File: src/afr_pkg.sv
// Shared types and constants for the addressed frame receiver.
`timescale 1ns / 1ps

package afr_pkg;

  localparam int FRAME_CAPACITY_DEFAULT = 64;
  localparam int HEADER_LEN = 4;
  localparam int BYTE_W = 8;
  localparam int PARAM_INDEX_W = 6;
  localparam int STATUS_W = 2;
  localparam int OUT_DATA_W = 48;
  localparam logic [BYTE_W-1:0] NODE_ADDRESS_RESET = 8'd1;
  localparam logic [BYTE_W-1:0] BROADCAST_ADDRESS = 8'd0;

  typedef enum logic [STATUS_W-1:0] {
    ST_CONT       = 2'd0,
    ST_DONE       = 2'd1,
    ST_INVALID    = 2'd2,
    ST_NOT_FOR_US = 2'd3
  } status_t;

endpackage

File: src/addressed_frame_receiver.sv
// Byte-wise frame receiver: address filter, header latch, payload stream, XOR check.
//
//  Channel   Direction  Signals                         Contents
//  s_*       in         s_tvalid s_tready s_tdata s_tuser   rx_byte, command
//  m_*       out        m_tvalid m_tready m_tdata m_tuser   header, payload byte, status
//  cfg_*     in         cfg_wr_en cfg_wr_data              node_address
//
// Each input beat is processed in the cycle it is accepted and its result appears in the
// output register on the next cycle, so one beat per cycle is sustained while m_tready stays high.
// The frame state and the output register update together on the accepting edge.
// An input beat is taken whenever the output register is empty or is being drained.
// Reset clears the frame state, the header registers and the output valid flag, and sets
// the node address to one.
`timescale 1ns / 1ps

module addressed_frame_receiver #(
  parameter int FRAME_CAPACITY = afr_pkg::FRAME_CAPACITY_DEFAULT
) (
  input  logic                            clk,
  input  logic                            rst,
  input  logic                            s_tvalid,
  output logic                            s_tready,
  input  logic [afr_pkg::BYTE_W-1:0]      s_tdata,     // [7:0] rx_byte
  input  logic                            s_tuser,     // [0] command
  output logic                            m_tvalid,
  input  logic                            m_tready,
  output logic [afr_pkg::OUT_DATA_W-1:0]  m_tdata,     // [7:0] recipient, [15:8] frame_flags,
                                                        // [23:16] function_code,
                                                        // [31:24] payload_length,
                                                        // [32] param_valid,
                                                        // [38:33] param_index,
                                                        // [46:39] param_byte, [47] zero
  output logic [afr_pkg::STATUS_W-1:0]    m_tuser,     // [1:0] status
  input  logic                            cfg_wr_en,
  input  logic [afr_pkg::BYTE_W-1:0]      cfg_wr_data  // [7:0] node_address
);
  import afr_pkg::*;

  localparam int PosW = $clog2(FRAME_CAPACITY + 1);
  localparam int CmpW = (PosW > 9) ? PosW : 9;
  localparam logic [CmpW-1:0] Capacity = CmpW'(FRAME_CAPACITY);
  localparam logic [CmpW-1:0] HeaderLen = CmpW'(HEADER_LEN);

  logic [BYTE_W-1:0] node_address;
  logic [PosW-1:0]   byte_position;
  logic [BYTE_W-1:0] length_reg;
  logic [BYTE_W-1:0] running_xor;
  logic [BYTE_W-1:0] recipient_reg;
  logic [BYTE_W-1:0] flags_reg;
  logic [BYTE_W-1:0] function_reg;

  logic [PosW-1:0]   byte_position_next;
  logic [BYTE_W-1:0] length_next;
  logic [BYTE_W-1:0] running_xor_next;
  logic [BYTE_W-1:0] recipient_next;
  logic [BYTE_W-1:0] flags_next;
  logic [BYTE_W-1:0] function_next;

  logic [CmpW-1:0]   pos_ext;
  logic [CmpW-1:0]   pos_inc;
  logic [CmpW-1:0]   frame_end;
  logic [CmpW-1:0]   index_full;
  logic [BYTE_W-1:0] rx_byte;
  logic              in_accept;
  logic              foreign;
  logic              in_body;
  logic              param_valid;
  status_t           status;

  assign rx_byte   = s_tdata;
  assign s_tready  = !m_tvalid || m_tready;
  assign in_accept = s_tvalid && s_tready;

  always_comb begin
    pos_ext            = CmpW'(byte_position);
    pos_inc            = pos_ext + CmpW'(1);
    byte_position_next = byte_position;
    length_next        = length_reg;
    running_xor_next   = running_xor;
    recipient_next     = recipient_reg;
    flags_next         = flags_reg;
    function_next      = function_reg;
    param_valid        = 1'b0;
    status             = ST_CONT;
    foreign            = (pos_ext == '0) && (rx_byte != BROADCAST_ADDRESS)
                         && (rx_byte != node_address);
    if (pos_ext == CmpW'(3)) begin
      length_next = rx_byte;
    end
    frame_end  = HeaderLen + CmpW'(length_next);
    in_body    = pos_ext < frame_end;
    index_full = pos_ext - HeaderLen;
    priority if (s_tuser) begin
      byte_position_next = '0;
      length_next        = '0;
      running_xor_next   = '0;
      status             = ST_CONT;
    end else if (pos_ext >= Capacity) begin
      length_next = length_reg;
      status      = ST_INVALID;
    end else if (foreign) begin
      length_next = length_reg;
      status      = ST_NOT_FOR_US;
    end else begin
      unique case (pos_ext)
        CmpW'(0): recipient_next = rx_byte;
        CmpW'(1): flags_next     = rx_byte;
        CmpW'(2): function_next  = rx_byte;
        default: ;
      endcase
      if (in_body) begin
        running_xor_next = running_xor ^ rx_byte;
      end
      param_valid        = in_body && (pos_ext >= HeaderLen);
      byte_position_next = PosW'(pos_inc);
      priority if (pos_inc >= Capacity) begin
        status = ST_INVALID;
      end else if (pos_inc > frame_end) begin
        status = (running_xor_next == rx_byte) ? ST_DONE : ST_INVALID;
      end else begin
        status = ST_CONT;
      end
    end
  end

  always_ff @(posedge clk) begin
    if (rst) begin
      node_address  <= NODE_ADDRESS_RESET;
      byte_position <= '0;
      length_reg    <= '0;
      running_xor   <= '0;
      recipient_reg <= '0;
      flags_reg     <= '0;
      function_reg  <= '0;
      m_tvalid      <= 1'b0;
    end else begin
      if (cfg_wr_en) begin
        node_address <= cfg_wr_data;
      end
      if (in_accept) begin
        byte_position <= byte_position_next;
        length_reg    <= length_next;
        running_xor   <= running_xor_next;
        recipient_reg <= recipient_next;
        flags_reg     <= flags_next;
        function_reg  <= function_next;
        m_tvalid      <= 1'b1;
      end else if (m_tready) begin
        m_tvalid <= 1'b0;
      end
    end
  end

  always_ff @(posedge clk) begin
    if (in_accept) begin
      m_tuser <= status;
      m_tdata <= {1'b0,
                  param_valid ? rx_byte : {BYTE_W{1'b0}},
                  param_valid ? index_full[PARAM_INDEX_W-1:0] : {PARAM_INDEX_W{1'b0}},
                  param_valid,
                  length_next, function_next, flags_next, recipient_next};
    end
  end

  a_position_bounded: assert property (@(posedge clk) disable iff (rst)
    CmpW'(byte_position) <= Capacity)
    else $error("byte position beyond frame capacity");

  a_payload_not_final: assert property (@(posedge clk) disable iff (rst)
    m_tvalid && m_tdata[32] |-> (m_tuser == ST_CONT) || (m_tuser == ST_INVALID))
    else $error("payload beat reported as done or foreign");

  a_reset_command: assert property (@(posedge clk) disable iff (rst)
    in_accept && s_tuser |=> (byte_position == '0) && m_tvalid && (m_tuser == ST_CONT)
      && !m_tdata[32])
    else $error("reset command did not restart the frame");

  a_foreign_dropped: assert property (@(posedge clk) disable iff (rst)
    in_accept && !s_tuser && foreign && (byte_position == '0)
      |=> (byte_position == '0) && (m_tuser == ST_NOT_FOR_US))
    else $error("foreign frame start changed state");

endmodule
File: config.mk
export PLATFORM = sky130hd
export DESIGN_NAME = addressed_frame_receiver
export DESIGN_NICKNAME = d
export VERILOG_FILES = /design/src/afr_pkg.sv /design/src/addressed_frame_receiver.sv
export SDC_FILE = /design/constraint.sdc
export NUM_CORES = 1
export LEC_CHECK = 0
export BUFFER_PORTS_ARGS = -buffer_cell sky130_fd_sc_hd__buf_4
export CORE_UTILIZATION = 35
export DETAILED_ROUTE_END_ITERATION = 10
export GPL_ROUTABILITY_DRIVEN = 1
export GPL_TIMING_DRIVEN = 0
export RECOVER_POWER = 100
export SYNTH_ARGS = -nofsm -noshare
export SYNTH_HDL_FRONTEND = slang
export SYNTH_SLANG_ARGS = --single-unit
File: constraint.sdc
create_clock -name clk -period 4.45 [get_ports clk]
set_input_delay 0.6675 -clock clk [delete_from_list [all_inputs] [get_ports clk]]
set_output_delay 0.6675 -clock clk [all_outputs]
set_load 0.01 [all_outputs]
# [Word-level counts from Yosys, hierarchy flattened]
# Cells that the tools add are included.
[word_totals] ff_bits=105 latchBits=0 ramBits=0 rom_bits=0 inputBits=22 output_inout_bits=52 memories=0
[op_classes] addsub=3 mul=0 div_mod_pow=0 order_cmp=5 n_eq_ne=7 shift=0 muxes=36 n_bitwise=1 reduce_logical=11
[ops] op="8-bit two-way mux" count=23
[ops] op="7-bit two-way mux" count=3
[ops] op="7-bit by 2-bit == test with 1-bit output (second input constant)" count=2
[ops] op="2-bit two-way mux" count=5
[ops] op="3-bit by 8-bit adder with 9-bit output (first input constant)" count=1
[ops] op="8-bit by 9-bit > comparator with 1-bit output" count=1
[ops] op="7-bit by 9-bit less-than comparator with 1-bit output" count=1
[ops] op="7-bit by 1-bit adder with 8-bit output (second input constant)" count=1
[ops] op="8-bit == test" count=1
[ops] op="8-bit by 7-bit >= comparator with 1-bit output (second input constant)" count=1
[ops] op="8-bit != test" count=1
[ops] op="8-bit nonzero test" count=1
[ops] op="8-bit bitwise XOR" count=1
[ops] op="7-bit by 1-bit == test with 1-bit output (second input constant)" count=1
[ops] op="7-bit by 3-bit >= comparator with 1-bit output (second input constant)" count=1
[ops] op="7-bit >= comparator (second input constant)" count=1
[ops] op="7-bit zero test" count=1
[ops] op="6-bit by 3-bit subtractor with 6-bit output (second input constant)" count=1
[ops] op="1-bit two-way mux" count=5
[ops] op="1-bit logical AND" count=4
[ops] op="2-bit != test (second input constant)" count=2
[ops] op="3-bit AND reduction" count=1
[ops] op="2-bit nonzero test" count=1
[ops] op="2-bit OR reduction" count=1
[ops] op="2 further kinds" count=2

# [Logic depth before layout (Yosys ltp)]
# Gate-level depths: netlist (run 1).
[depth] word_depth=14 mapped_depth=20

# [Least setup slack after synthesis (run 1)]
# Ideal clock, no wire load.
[synth_timing] kind="reg-to-reg" start="register byte_position[3]" end="register m_tuser[1] (netlist name), data pin" arrival_time_ns=3.924 required_ns=4.181 setup_slack_ns=0.257 stages_incl_launch_ff=19 path_buffers=3 period_less_slack_ns=4.193 cell_sequence="dfxtp_1 -> clkbuf_1 -> inv_1 -> ha_1 -> nor4b_4 -> and2_4 -> buf_6 -> mux2i_2 -> nor2_1 -> xor2_1 -> o21ai_0 -> ha_1 -> a31o_2 -> o21ai_0 -> a21o_1 -> buf_2 -> o21bai_1 -> and4_1 -> o31ai_1"
[synth_via] elab_chain_len=14 elab_cells_between_ends=21 classes_between="add/sub: 2; order compare: 4; eq/ne: 2; mux: 10; reduce/logical: 3"
[synth_rtl] item="start, declared" line_no="addressed_frame_receiver.sv:45" source="logic [PosW-1:0] byte_position;"
[synth_rtl] item="start signal, assigned" line_no="addressed_frame_receiver.sv:141" source="byte_position <= byte_position_next;"
[synth_rtl] item="7-bit by 2-bit == test with 1-bit output" line_no="addressed_frame_receiver.sv:87" source="if (pos_ext == CmpW'(3)) begin"
[synth_rtl] item="8-bit two-way mux" line_no="addressed_frame_receiver.sv:87"
[synth_rtl] item="3-bit by 8-bit adder with 9-bit output" line_no="addressed_frame_receiver.sv:90" source="frame_end = HeaderLen + CmpW'(length_next);"
[synth_rtl] item="7-bit by 9-bit less-than comparator with 1-bit output" line_no="addressed_frame_receiver.sv:91" source="in_body = pos_ext < frame_end;"
[synth_rtl] item="8-bit two-way mux" line_no="addressed_frame_receiver.sv:111" source="if (in_body) begin"
[synth_rtl] item="8-bit two-way mux" line_no="addressed_frame_receiver.sv:101" source="end else if (foreign) begin"
[synth_rtl] item="8-bit two-way mux" line_no="addressed_frame_receiver.sv:98" source="end else if (pos_ext >= Capacity) begin"
[synth_rtl] item="8-bit two-way mux" line_no="addressed_frame_receiver.sv:93" source="priority if (s_tuser) begin"
[synth_rtl] item="8-bit == test" line_no="addressed_frame_receiver.sv:119" source="status = (running_xor_next == rx_byte) ? ST_DONE : ST_INVALID;"
[synth_rtl] item="2-bit two-way mux" line_no="addressed_frame_receiver.sv:119"
[synth_rtl] item="2-bit two-way mux" line_no="addressed_frame_receiver.sv:118" source="end else if (pos_inc > frame_end) begin"
[synth_rtl] item="2-bit two-way mux" line_no="addressed_frame_receiver.sv:116" source="priority if (pos_inc >= Capacity) begin"
[synth_rtl] item="2-bit two-way mux" line_no="addressed_frame_receiver.sv:101"
[synth_rtl] item="2-bit two-way mux (*)" line_no="addressed_frame_receiver.sv:98"
[synth_rtl] item="end signal, assigned" line_no="addressed_frame_receiver.sv:156" source="m_tuser <= status;"
[synth_rtl] item="end, declared" line_no="addressed_frame_receiver.sv:33" source="output logic [afr_pkg::STATUS_W-1:0] m_tuser,"
# Every way passes the cells marked *; elsewhere a longest branch is shown, timed or not. The select of a mux whose other input is x is not followed.
# A chain may end at the register's enable or synchronous reset.

# [Worst setup path in the final report (run 1)]
[layout_timing] start="register byte_position[3]" end="register m_tuser[0] (netlist name), data pin"
[layout_via] elab_chain_len=13 elab_cells_between_ends=21 classes_between="add/sub: 2; order compare: 4; eq/ne: 2; mux: 9; reduce/logical: 4"
[layout_rtl] item="7-bit by 2-bit == test with 1-bit output" line_no="addressed_frame_receiver.sv:87"
[layout_rtl] item="8-bit two-way mux" line_no="addressed_frame_receiver.sv:87"
[layout_rtl] item="3-bit by 8-bit adder with 9-bit output" line_no="addressed_frame_receiver.sv:90"
[layout_rtl] item="7-bit by 9-bit less-than comparator with 1-bit output" line_no="addressed_frame_receiver.sv:91"
[layout_rtl] item="8-bit two-way mux" line_no="addressed_frame_receiver.sv:111"
[layout_rtl] item="8-bit two-way mux" line_no="addressed_frame_receiver.sv:101"
[layout_rtl] item="8-bit two-way mux" line_no="addressed_frame_receiver.sv:98"
[layout_rtl] item="8-bit two-way mux" line_no="addressed_frame_receiver.sv:93"
[layout_rtl] item="8-bit == test" line_no="addressed_frame_receiver.sv:119"
[layout_rtl] item="2-bit two-way mux" line_no="addressed_frame_receiver.sv:119"
[layout_rtl] item="2-bit two-way mux" line_no="addressed_frame_receiver.sv:118"
[layout_rtl] item="2-bit two-way mux" line_no="addressed_frame_receiver.sv:116"
[layout_rtl] item="2-bit two-way mux" line_no="addressed_frame_receiver.sv:101"
# Parallel ways exist; a longest one is shown, timed or not. The select of a mux whose other input is x is not followed.

==> impl_metrics.tcl, run 1 <==
set metrics [dict create \
    n_fill_cell 1523 \
    io_pins 74 \
    maxSlewViolCount 0 \
    synthArstFlopShare_pct 0 \
    htreeDepth 3 \
    ys_seq_area_share_pct 46.6 \
    post-route-util_pct 41.8 \
    hold_buffers 0 \
    relSlewSlack_pct 38.7 \
    synth_edf_count 49 \
    drtIter0Drc 348 \
    cp.arrival_ns 4.46 \
    cts_sinks 105 \
    multi_input_area_um2 2750 \
    synth_area_um2 5570 \
    grt_usage_pct 17.9 \
    synth_top_family_by_area "simple AND/OR/NAND/NOR gates" \
    power.switching_mw 0.452 \
    min_period_ns 4.29 \
    crit_type "reg2reg" \
    period_share_pct 96.5 \
    setup_viol 0 \
    synth_compound_area_share_pct 12.7 \
    via_per_inst 5.19 \
    worstPathRequired_ns 4.61 \
    start_util_pct 36.2 \
    first_pass_iters 5 \
    drc_errors 0 \
    muxShareOfSynthArea_pct 12.2 \
    synth_ff_type "dfxtp_1" \
    synth-adder-area-share_pct 4.27 \
    grt_pass1_vias 4190 \
    p_clk_share_pct 38.3 \
    max_freq_ghz 0.233 \
    drive_gt1_share_pct 14.2 \
    worstSetupEndpointType "flop" \
    pre_cts_slack_ns -1.06 \
    synthTopCellsByArea "edfxtp_1, dfxtp_1, mux2i_1, mux2_2, nor2_1" \
    rsz0062_at_grt "yes" \
    gp_congestion 0.877 \
    peakVddDrop_mv 0.175 \
    area_growth_syn_to_layout_pct 15.5 \
    p_leak_nw 2.52 \
    dieArea_um2 16400 \
    r2r_slack_ns 0.16 \
    worstMarginPinSlew_ns 0.913 \
    holdWs_ns 0.494 \
    min_path_cells 2 \
    grt_start_max_net_pins 42 \
    largest_register_ffs 47 \
    rows 45 \
    die_w_um 128 \
    die_height_um 128 \
    status "complete, no violations" \
    cts_tree "done" \
    syn_nets 585 \
    grt_antenna_before_repair 0 \
    hpwl_mm 10.2 \
    crit_fanout 10 \
    dpl-instance-area_um2 6310 \
    synthDistinctLibCells 70 \
    power_frac_comb_pct 7.0 \
    final_hold_viol_count 0 \
    clkTransAtPathRegs_ns 0.07 \
    layout.nets 658 \
    clock_path_buffers 2 \
    cap_violations 0 \
    regMostFlops "m_tdata" \
    switching_share_pct 23.7 \
    wl_per_cell_um 17.2 \
    stdcell_area_um2 6430 \
    ys_warn_count 0 \
    seq_area_um2 2590 \
    overflow 0 \
    seqPwrFrac_pct 54.8 \
    power_density_nw_per_um2 296 \
    clock_latency_ns 0.35 \
    synth_top_cell_area_share_pct 26.4 \
    antenna_cells 0 \
    cp-start-kind "flop" \
    ff2ff_path_depth 19 \
    root_buffer "clkbuf_16" \
    syn_area_per_cell_um2 10.2 \
    via_count 4320 \
    portBuffers 62 \
    core_um2 15400 \
    internal_power_mw 1.45 \
    drt-total-wl_mm 14.3 \
    synth_top_area_cell "edfxtp_1" \
    hold_class "reg2reg" \
    skew_ns 0.00578 \
    syn_inst 544 \
    detail-route-antenna-nets 0 \
    synth-simple-area-share_pct 15.3 \
    ys_ff_latch 105 \
    fin_ws_ns 0.157 \
    synth_xor_area_share_pct 4.25 \
    grt_pass1_wl_mm 22.3 \
    cts_buffers 9 \
]
[power groups by stage]
stage	Sequential (mW)	Clock, mW	Combinational, mW
2_1_floorplan	1.08	0	0.0658
3_3_place_gp	1.07	0	0.144
3_5_place_dp	1.07	0	0.150
4_1_cts	1.04	0.747	0.151
5_1_grt	1.04	0.784	0.144
6_report	1.04	0.729	0.133
[cell usage after synthesis (all sizes together), types with 5 or more instances]
master	count
clkbuf	27
a22oi	14
buf	15
nand3	6
nand2	33
nor2b	6
a21oi	19
edfxtp	49
nor2	67
inv	20
o21ai	20
dfxtp	56
xnor2	12
mux2	27
a311oi	8
and2	16
nand2b	5
a211oi	7
xor2	15
mux2i	37
ha	19
[placed cells by master, fill, tap and decap left out, types with 3 or more instances in the layout]
cell	count
a211oi_1	6
a21o_1	4
a21oi_1	19
a22oi_1	14
a311oi_1	8
and2_1	13
and3_1	3
buf_2	8
buf_4	14
clkbuf_1	77
clkbuf_16	9
dfxtp_1	54
edfxtp_1	49
ha_1	17
inv_1	20
mux2_2	27
mux2i_1	36
nand2_1	33
nand2b_1	5
nand3_1	6
nand4_1	3
nor2_1	65
nor2b_1	6
nor3_1	4
nor4_1	3
o21ai_0	16
o22ai_1	4
or3_1	3
or4_1	3
xnor2_1	12
xor2_1	14
[area by class of cell]
cell class	count	area share (%)
plain buffers	39	2.74
clock buffers	11	3.62
clock inverters	4	0.428
multi-input cells	377	42.8
inverters	20	1.17
repair buffers	65	4.81
well taps	211	4.11
flip-flops and latches	105	40.4
[through the flow]
step / setup TNS, ns / std cells / power, mW
final: 0 / 832 / 1.90
after global routing: -0.0218 / 832 / 1.97
after CTS: 0 / 833 / 1.94
after detailed placement: -18.99 / 818 / 1.21
after global placement: -18.11 / 817 / 1.21
after floorplan: 0 / 544 / 1.14
[final timing paths]
kind,from,endpoint
worst min register to register,function_reg[3],function_reg[3]
worst max-delay path,byte_position[3],m_tuser[0]
worst min-delay path,function_reg[3],function_reg[3]
worst max register to register,byte_position[3],m_tuser[0]
[repair_timing]
action | CTS | global route
endpoints found under the setup margin | 25 | 12
buffers inserted | 2 | 0
endpoints found under the hold margin | 0 | 0
pin swaps | 1 | 1
resized for setup | 8 | 8
[cell families after synthesis]
kind of cell,after synthesis
DFF,105
muxes,64
adders and majority gates,19
other,1
and+or+nand+nor,165
buffers and inverters,62
xor gates and xnor gates,27
AOI/OAI and AO/OA,101
[layer usage]
| layer | up-vias | share of wire, % | global-route usage (%) | wire length (um) |
|---|---|---|---|---|
| met5 | - | 0 | 0 | 0 |
| met3 | 22 | 5.8 | 3.21 | 826 |
| met1 | 2050 | 46 | 23.6 | 6600 |
| li1 | 2093 | - | - | - |
| met4 | 0 | 2.5 | 7.61 | 357 |
| met2 | 155 | 46 | 29.0 | 6560 |
[critical path, cell delays in order, from the launching register on]
cell,delay (ns)
dfxtp_2,0.37
inv_1,0.14
ha_1,0.18
nor4b_4,0.25
and2_4,0.23
buf_6,0.16
mux2i_4,0.29
nor2_1,0.09
xor2_1,0.18
o21ai_2,0.10
ha_2,0.21
nor4b_1,0.33
a2bb2oi_1,0.21
nor2_1,0.09
o21ai_2,0.12
a21o_1,0.28
clkbuf_4,0.25
o21bai_1,0.16
nand4_1,0.15
o31ai_2,0.31
(Power assumes the default switching activity.)
==> run 2: changes to the inputs <==
--- a/config.mk
+++ b/config.mk
@@ -6,10 +6,13 @@
 export NUM_CORES = 1
 export LEC_CHECK = 0
 export BUFFER_PORTS_ARGS = -buffer_cell sky130_fd_sc_hd__buf_4
+export CELL_PAD_IN_SITES_DETAIL_PLACEMENT = 0
+export CELL_PAD_IN_SITES_GLOBAL_PLACEMENT = 1
 export CORE_UTILIZATION = 35
 export DETAILED_ROUTE_END_ITERATION = 10
 export GPL_ROUTABILITY_DRIVEN = 1
 export GPL_TIMING_DRIVEN = 0
+export PLACE_DENSITY_LB_ADDON = 0.1
 export RECOVER_POWER = 100
 export SYNTH_ARGS = -nofsm -noshare
 export SYNTH_HDL_FRONTEND = slang
==> impl_metrics.tcl, run 2 (synthesized netlist as in run 1, its figures left out) <==
set metrics [dict create \
    grt_antenna_before_repair 0 \
    peakVddDrop_mv 0.162 \
    skew_ns 0.00725 \
    hold_class "reg2reg" \
    relSlewSlack_pct 4.63 \
    cts_buffers 9 \
    cts_sinks 105 \
    min_path_cells 2 \
    cap_violations 0 \
    dieArea_um2 16400 \
    via_count 4318 \
    holdWs_ns 0.493 \
    p_leak_nw 2.50 \
    hp-start "recipient_reg[0]" \
    io_pins 74 \
    max_freq_ghz 0.236 \
    r2r_slack_ns 0.22 \
    rsz0062_at_grt "no" \
    final_cell_mix "clkbuf_1, nor2_1, dfxtp_1, edfxtp_1, mux2i_1" \
    first_pass_iters 5 \
    die_height_um 128 \
    grt_pass1_vias 4061 \
    grt_pass1_wl_mm 22.9 \
    regMostFlops "m_tdata" \
    drive_gt1_share_pct 13.2 \
    cp.arrival_ns 4.40 \
    drc_errors 0 \
    largest_register_ffs 47 \
    timing.rr.start "byte_position[3]" \
    power_density_nw_per_um2 313 \
    core_um2 15400 \
    worstMarginPinSlew_ns 1.42 \
    worstSetupEndpointType "flop" \
    final_hold_viol_count 0 \
    start_util_pct 36.2 \
    n_fill_cell 1526 \
    hold_buffers 0 \
    drtIter0Drc 326 \
    gp_congestion 0.839 \
    cp-start-kind "flop" \
    grt_start_max_net_pins 29 \
    crit_chain "inv_1 -> ha_1 -> nor4b_4 -> and2_4 -> buf_6 -> mux2_2 -> ha_1 -> nand2b_1 -> a2111oi_4 -> a41oi_2 -> a22o_1 -> a21o_1 -> clkbuf_4 -> o21bai_1 -> and4_1 -> o31ai_2" \
    root_buffer "clkbuf_16" \
    overflow 0 \
    critical_path.most_common_cell "ha_1" \
    pre_cts_slack_ns -1.12 \
    setup_viol 0 \
    crit_type "reg2reg" \
    rows 45 \
    grt_usage_pct 18.6 \
    antenna_cells 0 \
    critPathSlowestCell "mux2_2" \
    critPathMaxStageDelay_ns 0.42 \
    status "complete, no violations" \
    clkTransAtPathRegs_ns 0.07 \
    cts_tree "done" \
    hpwl_mm 10.3 \
    layout.nets 659 \
    min_period_ns 4.23 \
    maxSlewViolCount 0 \
    ff2ff_path_depth 16 \
    die_w_um 128 \
    htreeDepth 3 \
    detail-route-antenna-nets 0 \
    area_growth_syn_to_layout_pct 16.3 \
    via_per_inst 5.18 \
    crit_fanout 10 \
    r2r-end "m_tuser[1]" \
    portBuffers 62 \
    worstPathRequired_ns 4.61 \
    clock_path_buffers 2 \
    crit_family "compound AO/OA/AOI/OAI gates" \
    period_share_pct 95.1 \
    clock_latency_ns 0.36 \
    fin_ws_ns 0.218 \
    final_common_cell "clkbuf_1" \
    wl_per_cell_um 17.8 \
    drt-total-wl_mm 14.8 \
    cp_num_buf_inv 3 \
    holdPathEnd "recipient_reg[0]" \
]
==> run 2: cell count changes in the layout (fill, tap and decap cells not counted), moves of 2 or more <==
cell,before,now
mux2_2,27,25
clkbuf_1,77,83
buf_2,8,4
and2_1,13,9
nand4b_2,2,0
clkinv_2,2,0
o21ai_1,2,0
mux2_1,0,2
and2_0,2,6
o21ai_0,16,18
nand4b_1,2,4
==> run 2: stage by stage <==
stage | instances | instance area, um^2 | TNS (ns) | total power [mW] | util (%)
floorplan | 544 | 5570 | 0 | 1.14 | -
global placement | 817 | 6290 | -21.24 | 1.21 | 41.0
detailed placement | 818 | 6310 | -20.67 | 1.22 | 41.1
CTS | 833 | 6660 | 0 | 2.06 | 43.3
global route | 834 | 6470 | 0 | 2.09 | 42.1
finish | 834 | 6470 | 0 | 2.03 | 42.1
==> run 2: how the worst max path moves through the flow <==
stage / start / cells past startpoint / slack [ns] / to
final: byte_position[3] / 16 / 0.22 / m_tuser[1]
after global routing: byte_position[3] / 19 / 0.008 / m_tuser[0]
after CTS: byte_position[3] / 19 / 0.05 / m_tuser[0]
after detailed placement: byte_position[3] / 18 / -1.12 / m_tuser[1]
after global placement: byte_position[3] / 18 / -1.12 / m_tuser[0]
after floorplan: byte_position[3] / 18 / 0.26 / m_tuser[1]
==> run 2: cell type report <==
cell class                      instances  area, um^2  share of cell area [%]
Timing Repair Buffer                   66         300                    4.64
Inverter                               20        75.1                    1.16
Clock inverter                          4        55.1                   0.851
Clock buffer                           12         258                    3.98
Multi-Input combinational cell        377        2760                    42.6
Buffer                                 39         168                    2.59
Sequential cell                       105        2590                    40.1
Tap cell                              211         264                    4.08
==> run 2: timing repair <==
action | 4_1_cts | 5_1_grt
pin swaps | 0 | 1
setup buffers | 1 | 2
gates resized for setup | 10 | 9
endpoints found under the setup margin | 25 | 12
cloned | 0 | 0
==> run 2: routing by layer <==
metal / up-vias / routed length (um) / GRT usage (%)
li1: 2098 / - / -
met1: 2074 / 7090 / 25.3
met2: 124 / 6760 / 30.3
met3: 22 / 714 / 2.84
met4: 0 / 277 / 6.37
met5: - / 0 / 0
==> run 2: worst register-to-register path, stage by stage (launching register included) <==
cell and delay, ns:
dfxtp_2 0.37, inv_1 0.15, ha_1 0.19, nor4b_4 0.26, and2_4 0.23, buf_6 0.16
mux2_2 0.42, ha_1 0.29, nand2b_1 0.22, a2111oi_4 0.24, a41oi_2 0.10, a22o_1 0.29
a21o_1 0.24, clkbuf_4 0.22, o21bai_1 0.20, and4_1 0.19, o31ai_2 0.29
==> run 2: where the power goes <==
group / total [mW] / leakage, nW / internal [mW] / switching (mW)
logic: 0.131 / 1.40 / 0.0375 / 0.0939
registers: 1.04 / 0.950 / 1.03 / 0.00866
clock network: 0.851 / 0.149 / 0.476 / 0.375
==> run 3: changes to the inputs <==
--- a/config.mk
+++ b/config.mk
@@ -6,13 +6,11 @@
 export NUM_CORES = 1
 export LEC_CHECK = 0
 export BUFFER_PORTS_ARGS = -buffer_cell sky130_fd_sc_hd__buf_4
-export CELL_PAD_IN_SITES_DETAIL_PLACEMENT = 0
-export CELL_PAD_IN_SITES_GLOBAL_PLACEMENT = 1
-export CORE_UTILIZATION = 35
+export CORE_UTILIZATION = 52
 export DETAILED_ROUTE_END_ITERATION = 10
 export GPL_ROUTABILITY_DRIVEN = 1
 export GPL_TIMING_DRIVEN = 0
-export PLACE_DENSITY_LB_ADDON = 0.1
+export PLACE_DENSITY = 0.76
 export RECOVER_POWER = 100
 export SYNTH_ARGS = -nofsm -noshare
 export SYNTH_HDL_FRONTEND = slang
==> impl_metrics.tcl, run 3 (synthesized netlist as in run 1, its figures left out) <==
set metrics [dict create \
    status "complete, but fails checks" \
    violations "capacitance limit, slew limit" \
    final_hold_viol_count 0 \
    die_height_um 105 \
    die_w_um 105 \
    overflow 0 \
    relSlewSlack_pct -26.7 \
    min_period_ns 4.21 \
    crit_type "reg2reg" \
    drc_errors 0 \
    r2r_slack_ns 0.24 \
    largest_register_ffs 47 \
    dieArea_um2 11100 \
    detail-route-antenna-nets 0 \
    portBuffers 62 \
    root_buffer "clkbuf_8" \
    layout.nets 658 \
    via_count 4414 \
    crit_start "byte_position[3]" \
    wl_per_cell_um 17.8 \
    power_density_nw_per_um2 292 \
    final_cell_mix "clkbuf_1, nor2_1, dfxtp_1, edfxtp_1, mux2i_1" \
    skew_ns 0.0177 \
    p_leak_nw 2.46 \
    cp-endpoint "m_tuser[0]" \
    multi_input_area_um2 2740 \
    htreeDepth 3 \
    gp_congestion 0.895 \
    cts_buffers 9 \
    wl_met2_mm 6.12 \
    cts_sinks 105 \
    placedCellCount 743 \
    max_freq_ghz 0.237 \
    min_path_cells 2 \
    fin_cells 758 \
    drive_gt1_share_pct 13.3 \
    grt_pass1_vias 4063 \
    grt_usage_pct 24.7 \
    clock_latency_ns 0.39 \
    wl_met3_um 925 \
    cp.arrival_ns 4.40 \
    hpwl_mm 9.46 \
    worstSetupEndpointType "flop" \
    drt-total-wl_mm 13.5 \
    maxSlewViolCount 40 \
    seq_area_um2 2590 \
    clkTransAtPathRegs_ns 0.11 \
    n_fill_cell 913 \
    io_pins 74 \
    grt_antenna_before_repair 0 \
    r2r-end "m_tuser[0]" \
    via_per_inst 5.82 \
    peakVddDrop_mv 0.199 \
    worstMarginPinSlew_ns 1.90 \
    cap_violations 1 \
    antenna_cells 0 \
    grt_start_max_net_pins 40 \
    post-route-util_pct 60.3 \
    first_pass_iters 5 \
    final_common_cell "clkbuf_1" \
    top_layer_used "met4" \
    core_um2 10400 \
    cts_tree "done" \
    cp-start-kind "flop" \
    period_share_pct 94.6 \
    crit_fanout 10 \
    regMostFlops "m_tdata" \
    ff2ff_path_depth 16 \
    hold_class "in2reg" \
    timing.rr.start "byte_position[3]" \
    area_growth_syn_to_layout_pct 12.4 \
    start_util_pct 53.7 \
    worstPathRequired_ns 4.64 \
    wl_met1_mm 6.22 \
    clock_path_buffers 2 \
    rows 37 \
    drtIter0Drc 411 \
    setup_viol 0 \
    grt_pass1_wl_mm 21.1 \
]
run 3: cell types whose count changed in the layout (fill, tap and decap cells not counted), sizes merged:
cell and change:
clkinv +2, clkbuf -2, clkinvlp -1
run 3: what timing repair did:
action | 4_1_cts | 5_1_grt
hold buffers | 0 | 0
setup buffers | 2 | 0
pin swaps | 0 | 1
resized for setup | 8 | 10
setup endpoints to repair | 25 | 12
run 3: power breakdown:
group	total (mW)	internal, mW	switching, mW
Sequential	1.04	1.03	0.00906
Clock	0.654	0.303	0.351
Combinational	0.129	0.0375	0.0920
Total	1.83	1.37	0.452
run 3: final cells by class:
class,count,share of cell area (%)
plain buffers,39,2.74
clock buffers,11,2.44
clock inverters,5,1.08
inverters,20,1.20
multi-input cells,377,43.7
flip-flops and latches,105,41.5
well taps,136,2.72
repair buffers,65,4.62
run 3: worst min path at each step:
| stage | start | endpoint | slack, ns |
|---|---|---|---|
| after global placement | function_reg[6] | function_reg[6] | 0.47 |
| after detailed placement | function_reg[4] | function_reg[4] | 0.48 |
| after global routing | cfg_wr_data[0] | node_address[0] | 0.50 |
| final | cfg_wr_data[0] | node_address[0] | 0.50 |
| after CTS | cfg_wr_data[0] | node_address[0] | 0.50 |
| after floorplan | flags_reg[0] | flags_reg[0] | 0.46 |
run 3: layer usage:
layer,vias up,GRT usage [%]
li1,2091,-
met1,2105,34.8
met2,194,39.1
met3,24,3.15
met4,0,8.85
met5,-,0
run 3: metrics by stage:
step	setup WS (ns)	TNS [ns]	area [um^2]	hold WS, ns	total power [mW]
final	0.239	0	6260	0.495	1.83
after floorplan	0.257	0	5570	0.458	1.14
after global placement	-1.06	-19.49	6200	0.470	1.21
after CTS	0.0863	0	6480	0.497	1.85
after global routing	-0.00445	-0.00445	6260	0.495	1.88
after detailed placement	-1.05	-19.94	6220	0.482	1.21
run 3: worst max-delay path, stage by stage, from the launching register on:
cell and delay [ns]:
dfxtp_2 0.39, inv_2 0.11, ha_1 0.15, nor4b_4 0.28
and2_4 0.24, buf_6 0.16, mux2_2 0.41, ha_1 0.29
nand2b_1 0.19, a2111oi_2 0.29, a41oi_2 0.09, a22o_1 0.29
a21o_1 0.23, buf_4 0.19, a211oi_2 0.21, nand4_1 0.14
o31ai_2 0.33
